## src/hdl/dtsw_pkg.sv

```systemverilog
package dtsw_pkg;

    // Nesting limit and the widths that follow from it.
    localparam int MAX_DEPTH = 64;
    localparam int LEVEL_W   = $clog2(MAX_DEPTH + 1);

    // Fixed field widths of the result transaction.
    localparam int WORD_W      = 32;
    localparam int DEPTH_W     = 7;
    localparam int CLASS_W     = 4;
    localparam int ERR_W       = 2;
    localparam int DWL_W       = 30;
    localparam int OUT_TDATA_W = 16;

    // Structure-block tokens.
    localparam logic [WORD_W-1:0] TOK_BEGIN    = 32'd1;
    localparam logic [WORD_W-1:0] TOK_END_NODE = 32'd2;
    localparam logic [WORD_W-1:0] TOK_PROP     = 32'd3;
    localparam logic [WORD_W-1:0] TOK_NOP      = 32'd4;
    localparam logic [WORD_W-1:0] TOK_END      = 32'd9;

    typedef enum logic [2:0] {
        PH_IDLE,
        PH_TOKEN,
        PH_NAME,
        PH_PLEN,
        PH_POFF,
        PH_PDATA
    } t_phase;

    typedef enum logic [CLASS_W-1:0] {
        CL_BEGIN   = 4'd0,
        CL_NAME    = 4'd1,
        CL_ENDNODE = 4'd2,
        CL_PROP    = 4'd3,
        CL_PLEN    = 4'd4,
        CL_POFF    = 4'd5,
        CL_PDATA   = 4'd6,
        CL_NOP     = 4'd7,
        CL_END     = 4'd8,
        CL_BAD     = 4'd9,
        CL_IDLE    = 4'd10
    } t_class;

    typedef enum logic [ERR_W-1:0] {
        ERR_NONE     = 2'd0,
        ERR_BAD_TAG  = 2'd1,
        ERR_OVERFLOW = 2'd2,
        ERR_UNDERRUN = 2'd3
    } t_err;

    typedef struct packed {
        t_phase             phase;
        logic [LEVEL_W-1:0] level;
        logic [DWL_W-1:0]   dwl;
    } t_state;

    typedef struct packed {
        t_class             cls;
        logic [DEPTH_W-1:0] depth;
        logic               done;
        t_err               err;
    } t_result;

endpackage

```

## src/hdl/device_tree_subtree_walker.sv

```systemverilog
// Device tree subtree walker.
// The slave stream carries one big-endian structure-block word per transaction in
// i_s_tdata, with i_s_tuser set on the word that begins a walk (that word must be a
// token). Each accepted word yields exactly one result transaction on the master
// stream: o_m_tuser gives the class of the word, o_m_tdata gives the nesting depth
// after the word and an error code, and o_m_tlast marks the word that completes the
// walk (depth back at zero, an end token, or an error that ends the walk).
// Words that arrive outside a walk give the idle class and are otherwise ignored.
// An accepted word is held in the input register, then processed into the result
// register once that register is empty or drains, and offered on the master side.
// Throughput: one word per cycle while the receiver does not stall. The phase,
// level and data-word count are registered and update from the registered word,
// and that loop sets the rate.
// When the receiver stalls, the result register holds its transaction and the input
// register still takes one more word; then o_s_tready drops until the result moves.
// Reset (synchronous, active low) empties both registers and leaves the walker idle
// at level zero with no data words pending.
module device_tree_subtree_walker (
    input  logic        i_clk,
    input  logic        i_rst_n,
    input  logic        i_s_tvalid,
    output logic        o_s_tready,
    input  logic [31:0] i_s_tdata,   // [31:0] word
    input  logic        i_s_tuser,   // [0] start_req
    output logic        o_m_tvalid,
    input  logic        i_m_tready,
    output logic [15:0] o_m_tdata,   // [6:0] depth, [8:7] error, [15:9] zero
    output logic [3:0]  o_m_tuser,   // [3:0] item_class
    output logic        o_m_tlast    // walk_done
);

    logic                        r_in_valid;
    logic [dtsw_pkg::WORD_W-1:0] r_in_word;
    logic                        r_in_start;
    dtsw_pkg::t_state            r_state;
    dtsw_pkg::t_state            n_state;
    logic                        r_out_valid;
    dtsw_pkg::t_result           r_out;
    dtsw_pkg::t_result           n_out;
    logic                        w_adv;

    // The registered word moves on whenever the result register is empty or drains.
    assign w_adv      = r_in_valid && (!r_out_valid || i_m_tready);
    assign o_s_tready = !r_in_valid || w_adv;

    dtsw_step u_step (
        .i_word  (r_in_word),
        .i_start (r_in_start),
        .i_state (r_state),
        .o_state (n_state),
        .o_res   (n_out)
    );

    always_ff @(posedge i_clk) begin
        if (!i_rst_n) begin
            r_in_valid  <= 1'b0;
            r_out_valid <= 1'b0;
            r_state     <= '{phase: dtsw_pkg::PH_IDLE, level: '0, dwl: '0};
        end else begin
            if (o_s_tready) begin
                r_in_valid <= i_s_tvalid;
            end
            if (w_adv) begin
                r_state     <= n_state;
                r_out_valid <= 1'b1;
            end else if (i_m_tready) begin
                r_out_valid <= 1'b0;
            end
        end
    end

    // Payload registers carry no reset.
    always_ff @(posedge i_clk) begin
        if (o_s_tready) begin
            r_in_word  <= i_s_tdata;
            r_in_start <= i_s_tuser;
        end
        if (w_adv) begin
            r_out <= n_out;
        end
    end

    assign o_m_tvalid = r_out_valid;
    assign o_m_tuser  = r_out.cls;
    assign o_m_tlast  = r_out.done;
    assign o_m_tdata  = {{(dtsw_pkg::OUT_TDATA_W - dtsw_pkg::DEPTH_W - dtsw_pkg::ERR_W){1'b0}},
                         r_out.err, r_out.depth};

`ifndef SYNTHESIS
    a_level_bound: assert property (@(posedge i_clk) disable iff (!i_rst_n)
        r_state.level <= dtsw_pkg::LEVEL_W'(dtsw_pkg::MAX_DEPTH))
        else $error("walker level above its limit");

    a_done_goes_idle: assert property (@(posedge i_clk) disable iff (!i_rst_n)
        (w_adv && n_out.done) |=> (r_state.phase == dtsw_pkg::PH_IDLE))
        else $error("walk completed but walker did not go idle");

    a_idle_quiet: assert property (@(posedge i_clk) disable iff (!i_rst_n)
        (r_out_valid && r_out.cls == dtsw_pkg::CL_IDLE) |->
        (r_out.depth == '0 && !r_out.done && r_out.err == dtsw_pkg::ERR_NONE))
        else $error("idle result carries depth, done or error");

    a_bad_tag_ends: assert property (@(posedge i_clk) disable iff (!i_rst_n)
        (r_out_valid && r_out.err == dtsw_pkg::ERR_BAD_TAG) |->
        (r_out.cls == dtsw_pkg::CL_BAD && r_out.done))
        else $error("unknown tag error without bad class and walk end");

    a_underrun_ends: assert property (@(posedge i_clk) disable iff (!i_rst_n)
        (r_out_valid && r_out.err == dtsw_pkg::ERR_UNDERRUN) |->
        (r_out.cls == dtsw_pkg::CL_ENDNODE && r_out.done && r_out.depth == '0))
        else $error("end node at depth zero not reported as walk end");
`endif

endmodule

```

## src/hdl/dtsw_step.sv

```systemverilog
module dtsw_step (
    input  logic [dtsw_pkg::WORD_W-1:0] i_word,
    input  logic                        i_start,
    input  dtsw_pkg::t_state            i_state,
    output dtsw_pkg::t_state            o_state,
    output dtsw_pkg::t_result           o_res
);

    function automatic logic has_zero_byte(input logic [dtsw_pkg::WORD_W-1:0] w);
        return (w[31:24] == 8'h00) || (w[23:16] == 8'h00) ||
               (w[15:8] == 8'h00) || (w[7:0] == 8'h00);
    endfunction

    dtsw_pkg::t_state            cur;
    dtsw_pkg::t_state            nxt;
    dtsw_pkg::t_class            cls;
    dtsw_pkg::t_err              err;
    logic                        done;
    logic                        fin;
    logic [dtsw_pkg::WORD_W-1:0] len_sum;
    logic [dtsw_pkg::DWL_W-1:0]  dwl_dec;

    always_comb begin
        cur = i_state;
        if (i_start) begin
            cur.phase = dtsw_pkg::PH_TOKEN;
            cur.level = '0;
            cur.dwl   = '0;
        end
        nxt     = cur;
        cls     = dtsw_pkg::CL_IDLE;
        err     = dtsw_pkg::ERR_NONE;
        done    = 1'b0;
        fin     = 1'b0;
        // The length is rounded up in 32 bits, so a sum that wraps gives a count of zero.
        len_sum = i_word + 32'd3;
        dwl_dec = (cur.dwl != '0) ? cur.dwl - 1'b1 : cur.dwl;

        unique case (cur.phase)
            dtsw_pkg::PH_TOKEN: begin
                unique case (i_word)
                    dtsw_pkg::TOK_BEGIN: begin
                        cls       = dtsw_pkg::CL_BEGIN;
                        nxt.phase = dtsw_pkg::PH_NAME;
                        if (cur.level >= dtsw_pkg::LEVEL_W'(dtsw_pkg::MAX_DEPTH)) begin
                            nxt.level = dtsw_pkg::LEVEL_W'(dtsw_pkg::MAX_DEPTH);
                            err       = dtsw_pkg::ERR_OVERFLOW;
                        end else begin
                            nxt.level = cur.level + 1'b1;
                        end
                    end
                    dtsw_pkg::TOK_END_NODE: begin
                        cls = dtsw_pkg::CL_ENDNODE;
                        if (cur.level == '0) begin
                            err       = dtsw_pkg::ERR_UNDERRUN;
                            done      = 1'b1;
                            nxt.phase = dtsw_pkg::PH_IDLE;
                        end else begin
                            nxt.level = cur.level - 1'b1;
                            fin       = 1'b1;
                        end
                    end
                    dtsw_pkg::TOK_PROP: begin
                        cls       = dtsw_pkg::CL_PROP;
                        nxt.phase = dtsw_pkg::PH_PLEN;
                    end
                    dtsw_pkg::TOK_NOP: begin
                        cls = dtsw_pkg::CL_NOP;
                        fin = 1'b1;
                    end
                    dtsw_pkg::TOK_END: begin
                        cls       = dtsw_pkg::CL_END;
                        done      = 1'b1;
                        nxt.phase = dtsw_pkg::PH_IDLE;
                    end
                    default: begin
                        cls       = dtsw_pkg::CL_BAD;
                        err       = dtsw_pkg::ERR_BAD_TAG;
                        done      = 1'b1;
                        nxt.phase = dtsw_pkg::PH_IDLE;
                    end
                endcase
            end
            dtsw_pkg::PH_NAME: begin
                cls = dtsw_pkg::CL_NAME;
                fin = has_zero_byte(i_word);
            end
            dtsw_pkg::PH_PLEN: begin
                cls       = dtsw_pkg::CL_PLEN;
                nxt.dwl   = len_sum[dtsw_pkg::WORD_W-1:2];
                nxt.phase = dtsw_pkg::PH_POFF;
            end
            dtsw_pkg::PH_POFF: begin
                cls = dtsw_pkg::CL_POFF;
                if (cur.dwl == '0) begin
                    fin = 1'b1;
                end else begin
                    nxt.phase = dtsw_pkg::PH_PDATA;
                end
            end
            dtsw_pkg::PH_PDATA: begin
                cls     = dtsw_pkg::CL_PDATA;
                nxt.dwl = dwl_dec;
                fin     = (dwl_dec == '0);
            end
            default: begin
                nxt.phase = dtsw_pkg::PH_IDLE;
            end
        endcase

        // A finished item closes the walk once the level is back at zero.
        if (fin) begin
            done      = (nxt.level == '0);
            nxt.phase = done ? dtsw_pkg::PH_IDLE : dtsw_pkg::PH_TOKEN;
        end

        o_state       = nxt;
        o_res.cls     = cls;
        o_res.depth   = (cls == dtsw_pkg::CL_IDLE) ? '0 : dtsw_pkg::DEPTH_W'(nxt.level);
        o_res.done    = done;
        o_res.err     = err;
    end

endmodule

```

## config.mk

```make
export PLATFORM = sky130hd
export DESIGN_NAME = device_tree_subtree_walker
export DESIGN_NICKNAME = d
export VERILOG_FILES = /design/src/hdl/dtsw_pkg.sv /design/src/hdl/device_tree_subtree_walker.sv /design/src/hdl/dtsw_step.sv
export SDC_FILE = /design/constraint.sdc
export NUM_CORES = 1
export LEC_CHECK = 0
export ABC_AREA = 1
export BUFFER_PORTS_ARGS = -buffer_cell sky130_fd_sc_hd__buf_2
export CORE_ASPECT_RATIO = 1.75
export CORE_MARGIN = 2
export CORE_UTILIZATION = 66
export DETAILED_ROUTE_END_ITERATION = 10
export GPL_ROUTABILITY_DRIVEN = 0
export PLACE_DENSITY = 0.84
export SYNTH_ARGS = -nofsm -noshare
export SYNTH_HDL_FRONTEND = slang
export SYNTH_HIERARCHICAL = 1
export SYNTH_SLANG_ARGS = --single-unit
```

## constraint.sdc

```tcl
create_clock -name i_clk -period 7.75 [get_ports i_clk]
set_clock_uncertainty 0.1 [all_clocks]
set_input_delay 0.775 -clock i_clk [delete_from_list [all_inputs] [get_ports i_clk]]
set_output_delay 0.775 -clock i_clk [all_outputs]
set_load 0.005 [all_outputs]
```

==> impl_table.tex, run 1 <==
\begin{tabular}{lr}
\hline
Metric & Value \\
\hline
\multicolumn{2}{l}{\textbf{Clock network}} \\
\quad Later-pin clock latency in the skew report & 0.35 ns \\
\quad Buffers from clock root to sink, at most & 2 \\
\quad Clock transition at the registers of the reported paths & 0.06 ns \\
\quad Hold buffer count at CTS & 0 \\
\quad Clock tree from TritonCTS & yes \\
\quad Post-CTS Setup Bufs & 0 \\
\quad Clock root buffer master & clkbuf\_16 \\
\quad Clock buffers created by TritonCTS & 9 \\
\quad PostCTS Resize Cnt & 0 \\
\quad Number of clock sinks seen by CTS & between 80 and 90 \\
\quad Htree depth & 3 \\
\multicolumn{2}{l}{\textbf{Critical path}} \\
\quad Maximum fanout encountered on the critical timing path & approximately 60 \\
\quad R2R setup slack & 3.72 ns \\
\quad Critical path type & flop to flop \\
\quad Master of the slowest instance on the critical path & nand2\_1 \\
\quad Crit path cell chain & inv\_6 > nand2\_2 > ha\_1 > nand2\_1 > nor2\_1 > nand2\_1 > nor2\_1 > nand2\_1 > nand2\_1 > nand2\_1 > nor2\_1 > nand2\_1 > nor2\_1 > nand3\_1 > nand2\_1 > nand2\_1 > nand2\_1 > inv\_1 > inv\_1 > nand3\_1 > nand2\_1 > nor2\_1 \\
\quad Critical Path Source Type & flop \\
\quad Crit path arrival time & around 4.2 ns \\
\quad Total buffers and inverters traversed by the critical path & 3 \\
\quad Worst path required time & $\sim$7.9 ns \\
\quad Worst reg2reg endpoint & r\_state[37] \\
\quad Element type at the critical path end & flop \\
\quad Critical R2R Launch & r\_in\_start \\
\quad Crit path max-delay family & simple AND/OR/NAND/NOR gates \\
\quad Slowest stage delay, CP & roughly 0.66 ns \\
\quad Cell occurring most often along the worst timing path & nand2\_1 \\
\quad R2R cell count & 22 \\
\multicolumn{2}{l}{\textbf{Synth}} \\
\quad EDFF count, synth & 47 \\
\quad Seq cells post-synth & 89 \\
\quad Synth async-reset ratio & 0\% \\
\quad Synth warn & 6 \\
\quad Sequential share of the synthesized area & 30.17\% \\
\quad Syn avg cell area & $\sim$6.2 um\^{}2 \\
\quad Mapped cell area & 7465 um\^{}2 \\
\quad Gate Count Post-Synth & $\sim$1,200 \\
\quad Dominant register cell in the synthesized netlist & edfxtp\_1 \\
\quad Netlist cell types & 45 \\
\multicolumn{2}{l}{\textbf{Finish}} \\
\quad Sequential standard cell area & between 2000 and 2500 um\^{}2 \\
\quad Area added between synthesis and finish & 6.319\% \\
\quad Fin area & between 7000 and 8000 um\^{}2 \\
\quad Fraction of final layout cells with drive strength greater than 1 & between 10\% and 20\% \\
\quad Number of nets in the finished design & around 1,300 \\
\quad Area taken by multi-input logic gates & $\sim$4200 um\^{}2 \\
\quad Diode insertion count for antenna repair & 0 \\
\quad Non-filler instance count after layout & approximately 1,400 \\
\quad Layout filler cell count & 1,028 \\
\multicolumn{2}{l}{\textbf{STA}} \\
\quad Final Hold Viols & 0 \\
\quad RSZ-0062 raised after global routing & false \\
\quad Setup-failing EPs final & 0 \\
\quad Least-Margin Pin Slew & 1.157 ns \\
\quad Maximum frequency from static timing analysis & about 0.25 GHz \\
\quad Minimum clock period after layout & a little over 4 ns \\
\quad Hold slack final & approximately 0.41 ns \\
\quad Slew Limit Headroom & $\sim$23\% \\
\quad Slew Limit Fails & 0 \\
\quad Final setup TNS & 0 ns \\
\quad Final cycle utilization of the critical path & roughly 52\% \\
\multicolumn{2}{l}{\textbf{Die}} \\
\quad Area of the core & 11,100 um\^{}2 \\
\quad Die Span Y & approximately 140 um \\
\quad Total Die Area & 12,210 um\^{}2 \\
\quad Floorplan die width & roughly 84 um \\
\quad Rows & 51 \\
\quad Count of boundary I/O pins & 60 \\
\quad Initial standard-cell utilization of the core & approximately two thirds \\
\multicolumn{2}{l}{\textbf{Worst hold path}} \\
\quad Worst hold path stage count & 2 \\
\quad Capture endpoint of the worst hold path & r\_state[30] \\
\quad Hold\_sp & r\_state[30] \\
\quad Hold/Removal Path Class & flop to flop \\
\multicolumn{2}{l}{\textbf{Route}} \\
\quad Vias per std cell & about 5.9 \\
\quad Count of TritonRoute iterations in the first routing pass & 8 \\
\quad Detailed route wirelength on metal3 & $\sim$1300 um \\
\quad Wire length the detailed router placed on met1 & 7732 um \\
\quad Routed WL per cell & $\sim$17 um \\
\quad Routed vias & approximately 8,000 \\
\quad Number of nets with antenna violations after routing & 0 \\
\quad Top routing layer in use & met4 \\
\quad Drt first-iter violations & approximately 770 \\
\quad Met2 wirelength from detailed routing & 11,390 um \\
\quad Post-route DRC & 0 \\
\quad Final Routed Wirelength & approximately 23,000 um \\
\multicolumn{2}{l}{\textbf{Global routing}} \\
\quad Maximum number of pins on one net before global-route repair & 82 \\
\quad GR Util All Layers & approximately 37\% \\
\quad Number of antenna violations at the first check in global routing & 0 \\
\quad Grt total ovfl & 0 \\
\quad Vias in the first global route & roughly 7,400 \\
\quad First-pass GRT wire length & 35,270 um \\
\multicolumn{2}{l}{\textbf{Power}} \\
\quad Cell Pwr Density & between 150 and 200 nW/um\^{}2 \\
\quad Power consumption & 1429 uW \\
\quad Maximum vdd ir drop & around 0.00013 V \\
\quad Static leakage & 0.003922 uW \\
\multicolumn{2}{l}{\textbf{Outcome}} \\
\quad Result of the run & complete, no violations \\
\multicolumn{2}{l}{\textbf{Run}} \\
\quad Max cap viols & 0 \\
\multicolumn{2}{l}{\textbf{Placed design}} \\
\quad \# port buffers & between 50 and 60 \\
\quad HPWL after detailed placement & 16,880 um \\
\quad Cell Count Post-Placement & about 1,300 \\
\quad Placed Instance Area & 7615 um\^{}2 \\
\hline
\end{tabular}
## synth_stat cells (all sizes together), types with 4 or more instances
master | instances | area (um^2)
nand2 | 355 | 1413
nor2 | 171 | 701.9
inv | 167 | 631.9
nand3 | 149 | 768.2
a21oi | 63 | 319.1
o21ai | 53 | 310.3
edfxtp | 47 | 1411
dfxtp | 42 | 840.8
buf | 40 | 324.1
nor3 | 24 | 120.1
nand4 | 23 | 143.9
o211ai | 21 | 157.7
clkbuf | 10 | 37.54
o311ai | 5 | 43.79
xor2 | 5 | 43.79
ha | 4 | 50.05
nor4 | 4 | 25.02
## report_power, final
| part | total [uW] | internal, uW | leakage (uW) | switching, uW |
|---|---|---|---|---|
| Clock | 477 | 293 | 0.000158 | 184 |
| Sequential | 556 | 527 | 0.000825 | 28.7 |
| Combinational | 396 | 122 | 0.00294 | 275 |
## metal layers
| metal | vias to the layer above | track usage [%] |
|---|---|---|
| met4 | 0 | 32.08 |
| met3 | 154 | 6.466 |
| li1 | 3930 | - |
| met1 | 3578 | 36.86 |
| met2 | 389 | 65.62 |
| met5 | - | 0 |
## sequential cells by signal, summed over array words and instances (netlist names)
register / count
r_state: 40
r_in_word: 32
o_m_tvalid: 1
o_m_tlast: 1
r_in_start: 1
o_m_tdata: 9
r_in_valid: 1
o_m_tuser: 4
## worst max-delay path by stage
stage / endpoint / slack [ns] / depth (start not counted) / startpoint
3_3_place_gp: r_state[37] / 4.03 / 22 / r_in_start
5_1_grt: r_state[37] / 3.29 / 22 / r_in_start
6_report: r_state[37] / 3.72 / 22 / r_in_start
3_5_place_dp: r_state[37] / 3.87 / 22 / r_in_start
4_1_cts: r_state[37] / 3.86 / 22 / r_in_start
2_1_floorplan: r_state[38] / 5.11 / 21 / r_in_start
## cell usage in the layout (no fill, tap or decap), types with 17 or more instances in the layout
master	count
nor3_1	23
inv_1	161
o211ai_1	21
nand2_2	17
o21ai_0	31
edfxtp_1	47
nor2_1	155
nand4_1	23
nand3_1	145
nand2_1	333
buf_2	52
a21oi_1	62
dfxtp_1	41
## worst reg2reg max path: cells and delay by family (launching register included)
family                     cells  cell delay, ns
adders and majority gates      1            0.23
buffers and inverters          3            0.34
DFF                            1            0.55
and+or+nand+nor               18            2.70
## kinds of logic (layout without fill, tap and decap cells)
logic type	after synthesis	count (layout)	synth area share, %
and+or+nand+nor	732	732	43.03
buffers and inverters	219	244	13.41
AOI/OAI and AO/OA	149	149	11.85
DFF	89	89	30.17
xor gates and xnor gates	7	7	0.8213
adders and majority gates	4	4	0.6705
other	1	7	0.05024
## per-stage QoR
| stage | setup slack (ns) | util [%] |
|---|---|---|
| global route | 3.290 | 71.48 |
| finish | 3.716 | 71.48 |
| CTS | 3.861 | 71.48 |
| global placement | 4.025 | 68.58 |
| floorplan | 5.107 | - |
| detailed placement | 3.867 | 68.58 |
## layout make-up
| class | instances | share of cell area (%) |
|---|---|---|
| clock buffer | 12 | 3.106 |
| clock inverter | 4 | 0.9459 |
| inverter | 169 | 8.056 |
| multi-input combinational | 899 | 53.48 |
| sequential | 89 | 28.39 |
| tap | 132 | 2.081 |
| timing repair buffer | 59 | 3.941 |
(Power assumes the default switching activity.)
==> inputs of run 2 (changes only) <==
--- a/config.mk
+++ b/config.mk
@@ -9,10 +9,10 @@
 export BUFFER_PORTS_ARGS = -buffer_cell sky130_fd_sc_hd__buf_2
 export CORE_ASPECT_RATIO = 1.75
 export CORE_MARGIN = 2
-export CORE_UTILIZATION = 66
+export CORE_UTILIZATION = 62
 export DETAILED_ROUTE_END_ITERATION = 10
 export GPL_ROUTABILITY_DRIVEN = 0
-export PLACE_DENSITY = 0.84
+export PLACE_DENSITY = 0.79
 export SYNTH_ARGS = -nofsm -noshare
 export SYNTH_HDL_FRONTEND = slang
 export SYNTH_HIERARCHICAL = 1
==> constraint.sdc (replaced) <==
create_clock -name i_clk -period 3.8 [get_ports i_clk]
set_clock_uncertainty 0.1 [all_clocks]
set_input_delay 0.38 -clock i_clk [delete_from_list [all_inputs] [get_ports i_clk]]
set_output_delay 0.38 -clock i_clk [all_outputs]
set_load 0.005 [all_outputs]
==> impl_table.tex, run 2 (synthesis gave the netlist of run 1 again) <==
\begin{tabular}{lr}
\hline
Metric & Value \\
\hline
\multicolumn{2}{l}{\textbf{Outcome}} \\
\quad Result of the run & complete, no violations \\
\multicolumn{2}{l}{\textbf{Critical path}} \\
\quad Worst reg2reg endpoint & r\_state[37] \\
\quad Crit path arrival time & 3.53 ns (-0.63 ns) \\
\quad Maximum fanout encountered on the critical timing path & 19 (-68\%) \\
\quad Slowest stage delay, CP & 0.42 ns (-0.24 ns) \\
\quad Critical R2R Launch & r\_in\_start \\
\quad R2R cell count & 22 (unchanged) \\
\quad Critical Path Source Type & flop \\
\quad Worst path required time & 3.94 ns (-3.94 ns) \\
\quad Master of the slowest instance on the critical path & edfxtp\_1 \\
\quad R2R setup slack & 0.41 ns (-3.30 ns) \\
\quad Critical path type & flop to flop \\
\quad Element type at the critical path end & flop \\
\quad Cell occurring most often along the worst timing path & nand2\_1 \\
\quad Crit path cell chain & inv\_6 > nand2\_2 > ha\_1 > nand2\_1 > nor2\_1 > nand2\_1 > nor2\_1 > nand2\_1 > nand2\_1 > nand2\_1 > nor2\_1 > nand3\_1 > nor2\_1 > nand3\_1 > nand2\_1 > nand2\_1 > nand2\_1 > inv\_1 > inv\_1 > nand3\_1 > nand2\_1 > nor2\_1 \\
\multicolumn{2}{l}{\textbf{Clock network}} \\
\quad Clock tree from TritonCTS & yes \\
\quad Post-CTS Setup Bufs & 0 (unchanged) \\
\quad Later-pin clock latency in the skew report & 0.36 ns (about the same) \\
\quad Number of clock sinks seen by CTS & 89 (unchanged) \\
\quad Hold buffer count at CTS & 0 (unchanged) \\
\quad Clock buffers created by TritonCTS & 9 (unchanged) \\
\quad Buffers from clock root to sink, at most & 2 (unchanged) \\
\quad Htree depth & 3 (unchanged) \\
\quad Clock root buffer master & clkbuf\_16 \\
\quad Clock transition at the registers of the reported paths & 0.08 ns (+0.02 ns) \\
\quad PostCTS Resize Cnt & 0 (unchanged) \\
\multicolumn{2}{l}{\textbf{Finish}} \\
\quad Most flop-heavy register & r\_state \\
\quad Fraction of final layout cells with drive strength greater than 1 & 11.62\% (+0.58 points) \\
\quad Flip-flop count of the largest register after layout & 40 (unchanged) \\
\quad Diode insertion count for antenna repair & 0 (unchanged) \\
\quad Area added between synthesis and finish & 6.537\% \\
\quad Most common cell after layout, fill and taps aside & nand2\_1 \\
\quad Fin area & 7953 um\^{}2 (+0.21\%) \\
\quad Leading cell types in the layout, fill and taps excluded & 333 x nand2\_1, 161 x inv\_1, 155 x nor2\_1 \\
\quad Number of nets in the finished design & 1,275 (+0.55\%) \\
\multicolumn{2}{l}{\textbf{Worst hold path}} \\
\quad Hold\_sp & i\_s\_tdata[31] \\
\quad Worst hold path stage count & 1 (-1) \\
\quad Capture endpoint of the worst hold path & r\_in\_word[31] \\
\quad Hold/Removal Path Class & input port to flop \\
\multicolumn{2}{l}{\textbf{Global routing}} \\
\quad First-pass GRT wire length & 36,310 um (+3.0\%) \\
\quad Maximum number of pins on one net before global-route repair & 82 (unchanged) \\
\quad Number of antenna violations at the first check in global routing & 0 (unchanged) \\
\quad Vias in the first global route & 7,444 (+0.38\%) \\
\quad GR Util All Layers & 36.56\% (-0.42 points) \\
\quad Grt total ovfl & 0 (unchanged) \\
\multicolumn{2}{l}{\textbf{Placed design}} \\
\quad \# port buffers & 52 (unchanged) \\
\quad HPWL after detailed placement & 17,460 um (+3.5\%) \\
\quad Placed Instance Area & 7674 um\^{}2 (+0.77\%) \\
\multicolumn{2}{l}{\textbf{STA}} \\
\quad Setup-failing EPs final & 0 (unchanged) \\
\quad Maximum frequency from static timing analysis & 0.2953 GHz (+19\%) \\
\quad Final Hold Viols & 0 (unchanged) \\
\quad RSZ-0062 raised after global routing & false \\
\quad Slew Limit Headroom & 46.26\% (+24 points) \\
\quad Minimum clock period after layout & 3.387 ns (-0.6467 ns) \\
\quad Final cycle utilization of the critical path & 89.13\% (+37 points) \\
\quad Final setup TNS & 0 ns (unchanged) \\
\quad Slew Limit Fails & 0 (unchanged) \\
\quad Least-Margin Pin Slew & 0.8062 ns (-0.3506 ns) \\
\multicolumn{2}{l}{\textbf{Route}} \\
\quad Number of nets with antenna violations after routing & 0 (unchanged) \\
\quad Post-route DRC & 0 (unchanged) \\
\quad Routed vias & 8,193 (+1.8\%) \\
\quad Drt first-iter violations & 886 (+15\%) \\
\quad Routed WL per cell & 16.97 um (+2.1\%) \\
\quad Final Routed Wirelength & 23,350 um (+3.0\%) \\
\quad Vias per std cell & 5.954 (+0.88\%) \\
\quad Count of TritonRoute iterations in the first routing pass & 7 (-1) \\
\multicolumn{2}{l}{\textbf{Run}} \\
\quad Max cap viols & 0 (unchanged) \\
\multicolumn{2}{l}{\textbf{Power}} \\
\quad Power consumption & 2829 uW (+98\%) \\
\quad Maximum vdd ir drop & 0.0002466 V (+89\%) \\
\quad Cell Pwr Density & 355.8 nW/um\^{}2 (+98\%) \\
\quad Static leakage & 0.003934 uW (+0.31\%) \\
\multicolumn{2}{l}{\textbf{Die}} \\
\quad Total Die Area & 12,970 um\^{}2 (+6.2\%) \\
\quad Initial standard-cell utilization of the core & 62.89\% (-4.3 points) \\
\quad Rows & 53 (+3.9\%) \\
\quad Floorplan die width & 86.95 um (+3.0\%) \\
\quad Die Span Y & 149.2 um (+3.1\%) \\
\quad Count of boundary I/O pins & 60 (unchanged) \\
\quad Area of the core & 11,870 um\^{}2 (+6.9\%) \\
\hline
\end{tabular}
-- run 2: how the worst max path moves through the flow --
stage | startpoint | endpoint | slack [ns] | cells after the start
2_1_floorplan | r_in_start | r_state[38] | 1.16 | 21
4_1_cts | r_in_start | r_state[37] | 0.50 | 21
5_1_grt | r_in_start | r_state[37] | 0.06 | 22
3_3_place_gp | r_in_start | r_state[37] | 0.66 | 21
3_5_place_dp | r_in_start | r_state[37] | 0.53 | 21
6_report | r_in_start | r_state[37] | 0.41 | 22
-- run 2: stage by stage --
step,hold WS [ns],cells,util (%),worst slack (ns)
2_1_floorplan,0.3516,1207,-,1.157
3_3_place_gp,0.3624,1360,64.65,0.6593
3_5_place_dp,0.3712,1360,64.65,0.5269
4_1_cts,0.09273,1376,67.00,0.5044
5_1_grt,0.09436,1376,67.00,0.05790
6_report,0.09437,1376,67.00,0.4131
-- run 2: critical path: cells and delay by family, from the launching register on --
family	cells	cell delay, ns
AND/OR/NAND/NOR	18	2.33
flip-flops	1	0.42
adder cells (fa/ha/maj)	1	0.23
buffers and inverters	3	0.19
-- run 2: layout make-up --
type / instances / area (um^2)
Timing Repair Buffer: 66 / 365.4
Multi-Input combinational cell: 899 / 4244
Inverter: 169 / 639.4
Sequential cell: 89 / 2253
Tap cell: 137 / 171.4
Fill cell: 1152 / 3918
Clock inverter: 7 / 53.80
Clock buffer: 9 / 225.2
-- run 2: report_power, final --
part | internal, uW | switching, uW
clock network | 451 | 423
logic | 253 | 566
registers | 1070 | 63.4
-- run 2: routing by layer --
metal  track usage [%]  wire length, um  vias to the layer above
met5                 0                0                        -
li1                  -                -                     3955
met3             7.305             1664                      155
met4             29.69             2189                        0
met2             61.49            11530                      446
met1             38.39             7965                     3637
==> inputs of run 3 (changes only) <==
--- a/config.mk
+++ b/config.mk
@@ -5,11 +5,10 @@
 export SDC_FILE = /design/constraint.sdc
 export NUM_CORES = 1
 export LEC_CHECK = 0
-export ABC_AREA = 1
 export BUFFER_PORTS_ARGS = -buffer_cell sky130_fd_sc_hd__buf_2
 export CORE_ASPECT_RATIO = 1.75
 export CORE_MARGIN = 2
-export CORE_UTILIZATION = 62
+export CORE_UTILIZATION = 61
 export DETAILED_ROUTE_END_ITERATION = 10
 export GPL_ROUTABILITY_DRIVEN = 0
 export PLACE_DENSITY = 0.79
@@ -17,3 +16,4 @@
 export SYNTH_HDL_FRONTEND = slang
 export SYNTH_HIERARCHICAL = 1
 export SYNTH_SLANG_ARGS = --single-unit
+export TNS_END_PERCENT = 1
==> impl_table.tex, run 3 <==
\begin{tabular}{lr}
\hline
Metric & Value \\
\hline
\multicolumn{2}{l}{\textbf{Route}} \\
\quad Drt first-iter violations & 726 (-18\%) \\
\quad Routed vias & 6,779 (-17\%) \\
\quad Final Routed Wirelength & 19,860 um (-15\%) \\
\quad Routed WL per cell & 20.02 um (+18\%) \\
\quad Vias per std cell & 6.834 (+15\%) \\
\quad Count of TritonRoute iterations in the first routing pass & 9 (+2) \\
\quad Post-route DRC & 0 (unchanged) \\
\quad Number of nets with antenna violations after routing & 0 (unchanged) \\
\multicolumn{2}{l}{\textbf{STA}} \\
\quad RSZ-0062 raised after global routing & false \\
\quad Slew Limit Headroom & 33.16\% (-13 points) \\
\quad Setup-failing EPs final & 0 (unchanged) \\
\quad Least-Margin Pin Slew & 1.001 ns (+0.1944 ns) \\
\quad Final cycle utilization of the critical path & 94.00\% (+4.9 points) \\
\quad Min setup slack post-route & 0.2281 ns (-0.1850 ns) \\
\quad Maximum frequency from static timing analysis & 0.2800 GHz (-5.2\%) \\
\quad Final setup TNS & 0 ns (unchanged) \\
\quad Final Hold Viols & 0 (unchanged) \\
\quad Minimum clock period after layout & 3.572 ns (+0.1850 ns) \\
\quad Slew Limit Fails & 0 (unchanged) \\
\multicolumn{2}{l}{\textbf{Clock network}} \\
\quad Buffers from clock root to sink, at most & 2 (unchanged) \\
\quad Post-CTS Setup Bufs & 0 (unchanged) \\
\quad Number of clock sinks seen by CTS & 89 (unchanged) \\
\quad Clock buffers created by TritonCTS & 9 (unchanged) \\
\quad Later-pin clock latency in the skew report & 0.35 ns (about the same) \\
\quad Clock tree from TritonCTS & yes \\
\quad Clock transition at the registers of the reported paths & 0.06 ns (-0.02 ns) \\
\quad Clock root buffer master & clkbuf\_16 \\
\quad Htree depth & 3 (unchanged) \\
\multicolumn{2}{l}{\textbf{Critical path}} \\
\quad Maximum fanout encountered on the critical timing path & 6 (-13) \\
\quad R2R cell count & 11 (-50\%) \\
\quad Critical path type & flop to flop \\
\quad Element type at the critical path end & flop \\
\quad R2R setup slack & 0.23 ns (-0.18 ns) \\
\quad Crit path arrival time & 3.66 ns (+0.13 ns) \\
\quad Critical R2R Launch & r\_state[23] \\
\quad Critical Path Source Type & flop \\
\quad Worst reg2reg endpoint & r\_state[38] \\
\quad Worst path required time & 3.89 ns (-0.05 ns) \\
\multicolumn{2}{l}{\textbf{Finish}} \\
\quad Most flop-heavy register & r\_state \\
\quad Flip-flop count of the largest register after layout & 40 (unchanged) \\
\quad Number of nets in the finished design & 899 (-29\%) \\
\quad Diode insertion count for antenna repair & 0 (unchanged) \\
\quad Fraction of final layout cells with drive strength greater than 1 & 16.13\% (+4.5 points) \\
\quad Post-layout utilization of the core & 69.07\% (+2.1 points) \\
\quad Area added between synthesis and finish & 11.11\% \\
\quad Most common cell after layout, fill and taps aside & nand2\_1 \\
\quad Leading cell types in the layout, fill and taps excluded & 157 x nand2\_1, 52 x buf\_2, 52 x nor2\_1 \\
\quad Layout filler cell count & 870 (-24\%) \\
\quad Fin area & 7346 um\^{}2 (-7.6\%) \\
\multicolumn{2}{l}{\textbf{Synth}} \\
\quad Sequential share of the synthesized area & 34.07\% (+3.9 points) \\
\quad Leading cell types by total area after synthesis & edfxtp\_1 21\%, dfxtp\_1 13\%, nand2\_1 8.9\% \\
\quad Synth warn & 6 (unchanged) \\
\quad Post-synth top area cell & edfxtp\_1 \\
\quad Synth async-reset ratio & 0\% (unchanged) \\
\quad EDFF count, synth & 47 (unchanged) \\
\quad Gate Count Post-Synth & 802 (-33\%) \\
\quad Dominant register cell in the synthesized netlist & edfxtp\_1 \\
\quad Netlist cell types & 78 (+73\%) \\
\quad Library cell with the highest instance count after synthesis & nand2\_1 \\
\quad Ranking of synthesized cells by instance count & 157 x nand2\_1, 53 x nor2\_1, 47 x edfxtp\_1 \\
\quad Mapped cell area & 6611 um\^{}2 (-11\%) \\
\quad Seq cells post-synth & 89 (unchanged) \\
\quad Syn avg cell area & 8.244 um\^{}2 (+33\%) \\
\quad Synth top area share & 21.35\% (+2.4 points) \\
\multicolumn{2}{l}{\textbf{Die}} \\
\quad Count of boundary I/O pins & 60 (unchanged) \\
\quad Total Die Area & 11,720 um\^{}2 (-9.6\%) \\
\quad Area of the core & 10,640 um\^{}2 (-10\%) \\
\quad Floorplan die width & 82.70 um (-4.9\%) \\
\quad Die Span Y & 141.7 um (-5.0\%) \\
\quad Rows & 50 (-5.7\%) \\
\quad Initial standard-cell utilization of the core & 62.16\% (-0.72 points) \\
\multicolumn{2}{l}{\textbf{Worst hold path}} \\
\quad Hold\_sp & i\_s\_tdata[6] \\
\quad Capture endpoint of the worst hold path & r\_in\_word[6] \\
\quad Worst hold path stage count & 1 (unchanged) \\
\quad Hold/Removal Path Class & input port to flop \\
\multicolumn{2}{l}{\textbf{Global routing}} \\
\quad Maximum number of pins on one net before global-route repair & 45 (-45\%) \\
\quad Vias in the first global route & 6,594 (-11\%) \\
\quad Number of antenna violations at the first check in global routing & 0 (unchanged) \\
\quad GR Util All Layers & 35.73\% (-0.83 points) \\
\quad First-pass GRT wire length & 31,930 um (-12\%) \\
\quad Grt total ovfl & 0 (unchanged) \\
\multicolumn{2}{l}{\textbf{Placed design}} \\
\quad Placed Instance Area & 7064 um\^{}2 (-7.9\%) \\
\quad Place WS & 0.2535 ns (-0.2734 ns) \\
\quad \# port buffers & 52 (unchanged) \\
\quad HPWL after detailed placement & 14,500 um (-17\%) \\
\multicolumn{2}{l}{\textbf{Run}} \\
\quad Max cap viols & 0 (unchanged) \\
\multicolumn{2}{l}{\textbf{Outcome}} \\
\quad Result of the run & complete, no violations \\
\multicolumn{2}{l}{\textbf{Power}} \\
\quad Maximum vdd ir drop & 0.0002413 V (-2.2\%) \\
\quad Power consumption & 2030 uW (-28\%) \\
\quad Static leakage & 0.002728 uW (-31\%) \\
\quad Cell Pwr Density & 276.3 nW/um\^{}2 (-22\%) \\
\hline
\end{tabular}
## run 3: report_power, final
group | total [uW] | switching (uW) | internal, uW
registers | 1070 | 28.5 | 1040
clock network | 792 | 356 | 436
logic | 167 | 103 | 63.8
total | 2030 | 487 | 1540
## run 3: per-stage QoR
stage               hold slack, ns  instances
finish                      0.1010        992
global route               0.09380        992
CTS                        0.09927        992
detailed placement          0.3645        977
global placement            0.3639        977
floorplan                   0.3314        808
## run 3: worst max path at each step
stage	from	endpoint	slack, ns	depth (start not counted)
after floorplan	r_in_start	r_state[37]	0.001	16
after detailed placement	r_state[4]	r_state[38]	0.25	12
final	r_state[23]	r_state[38]	0.23	11
after global placement	r_state[4]	r_state[37]	0.34	11
after CTS	r_state[4]	r_state[38]	0.21	12
after global routing	r_state[33]	r_state[37]	0.009	10
## run 3: per-layer routing
layer,up-vias,part of all wire [%],track usage (%)
met5,-,0,0
met3,173,9.1,9.097
met4,0,8.4,25.28
li1,3058,-,-
met2,495,50,60.10
met1,3053,33,37.39
## run 3: repair_timing
action,in CTS,in global routing
hold buffers,0,0
setup endpoints to repair,0,3
hold endpoints to repair,0,0
resized for setup,0,5
## run 3: cell families after synthesis
kind of cell	synth area share, %
and+or+nand+nor	28.37
AOI/OAI and AO/OA	18.94
DFF	34.07
buffers and inverters	6.094
muxes	6.680
xor gates and xnor gates	5.034
adders and majority gates	0.7570
other	0.05672
## run 3: layout make-up
| type | count | area, um^2 | area share, % |
|---|---|---|---|
| repair buffers | 98 | 605.6 | 8.244 |
| clock inverters | 4 | 22.52 | 0.3066 |
| multi-input cells | 644 | 4010 | 54.59 |
| well taps | 130 | 162.7 | 2.214 |
| flip-flops and latches | 89 | 2252 | 30.66 |
| inverters | 16 | 60.06 | 0.8176 |
| clock buffers | 11 | 232.7 | 3.168 |
## run 3: critical path, stage by stage (launching register included)
cell       delay [ns]
dfxtp_1          0.37
nor3_1           0.46
nand4_1          0.23
o31ai_2          0.56
o22ai_1          0.28
a2111oi_2        0.38
nand4_1          0.25
o41ai_4          0.40
buf_4            0.19
nor2_1           0.04
nand2_1          0.06
mux2i_1          0.09
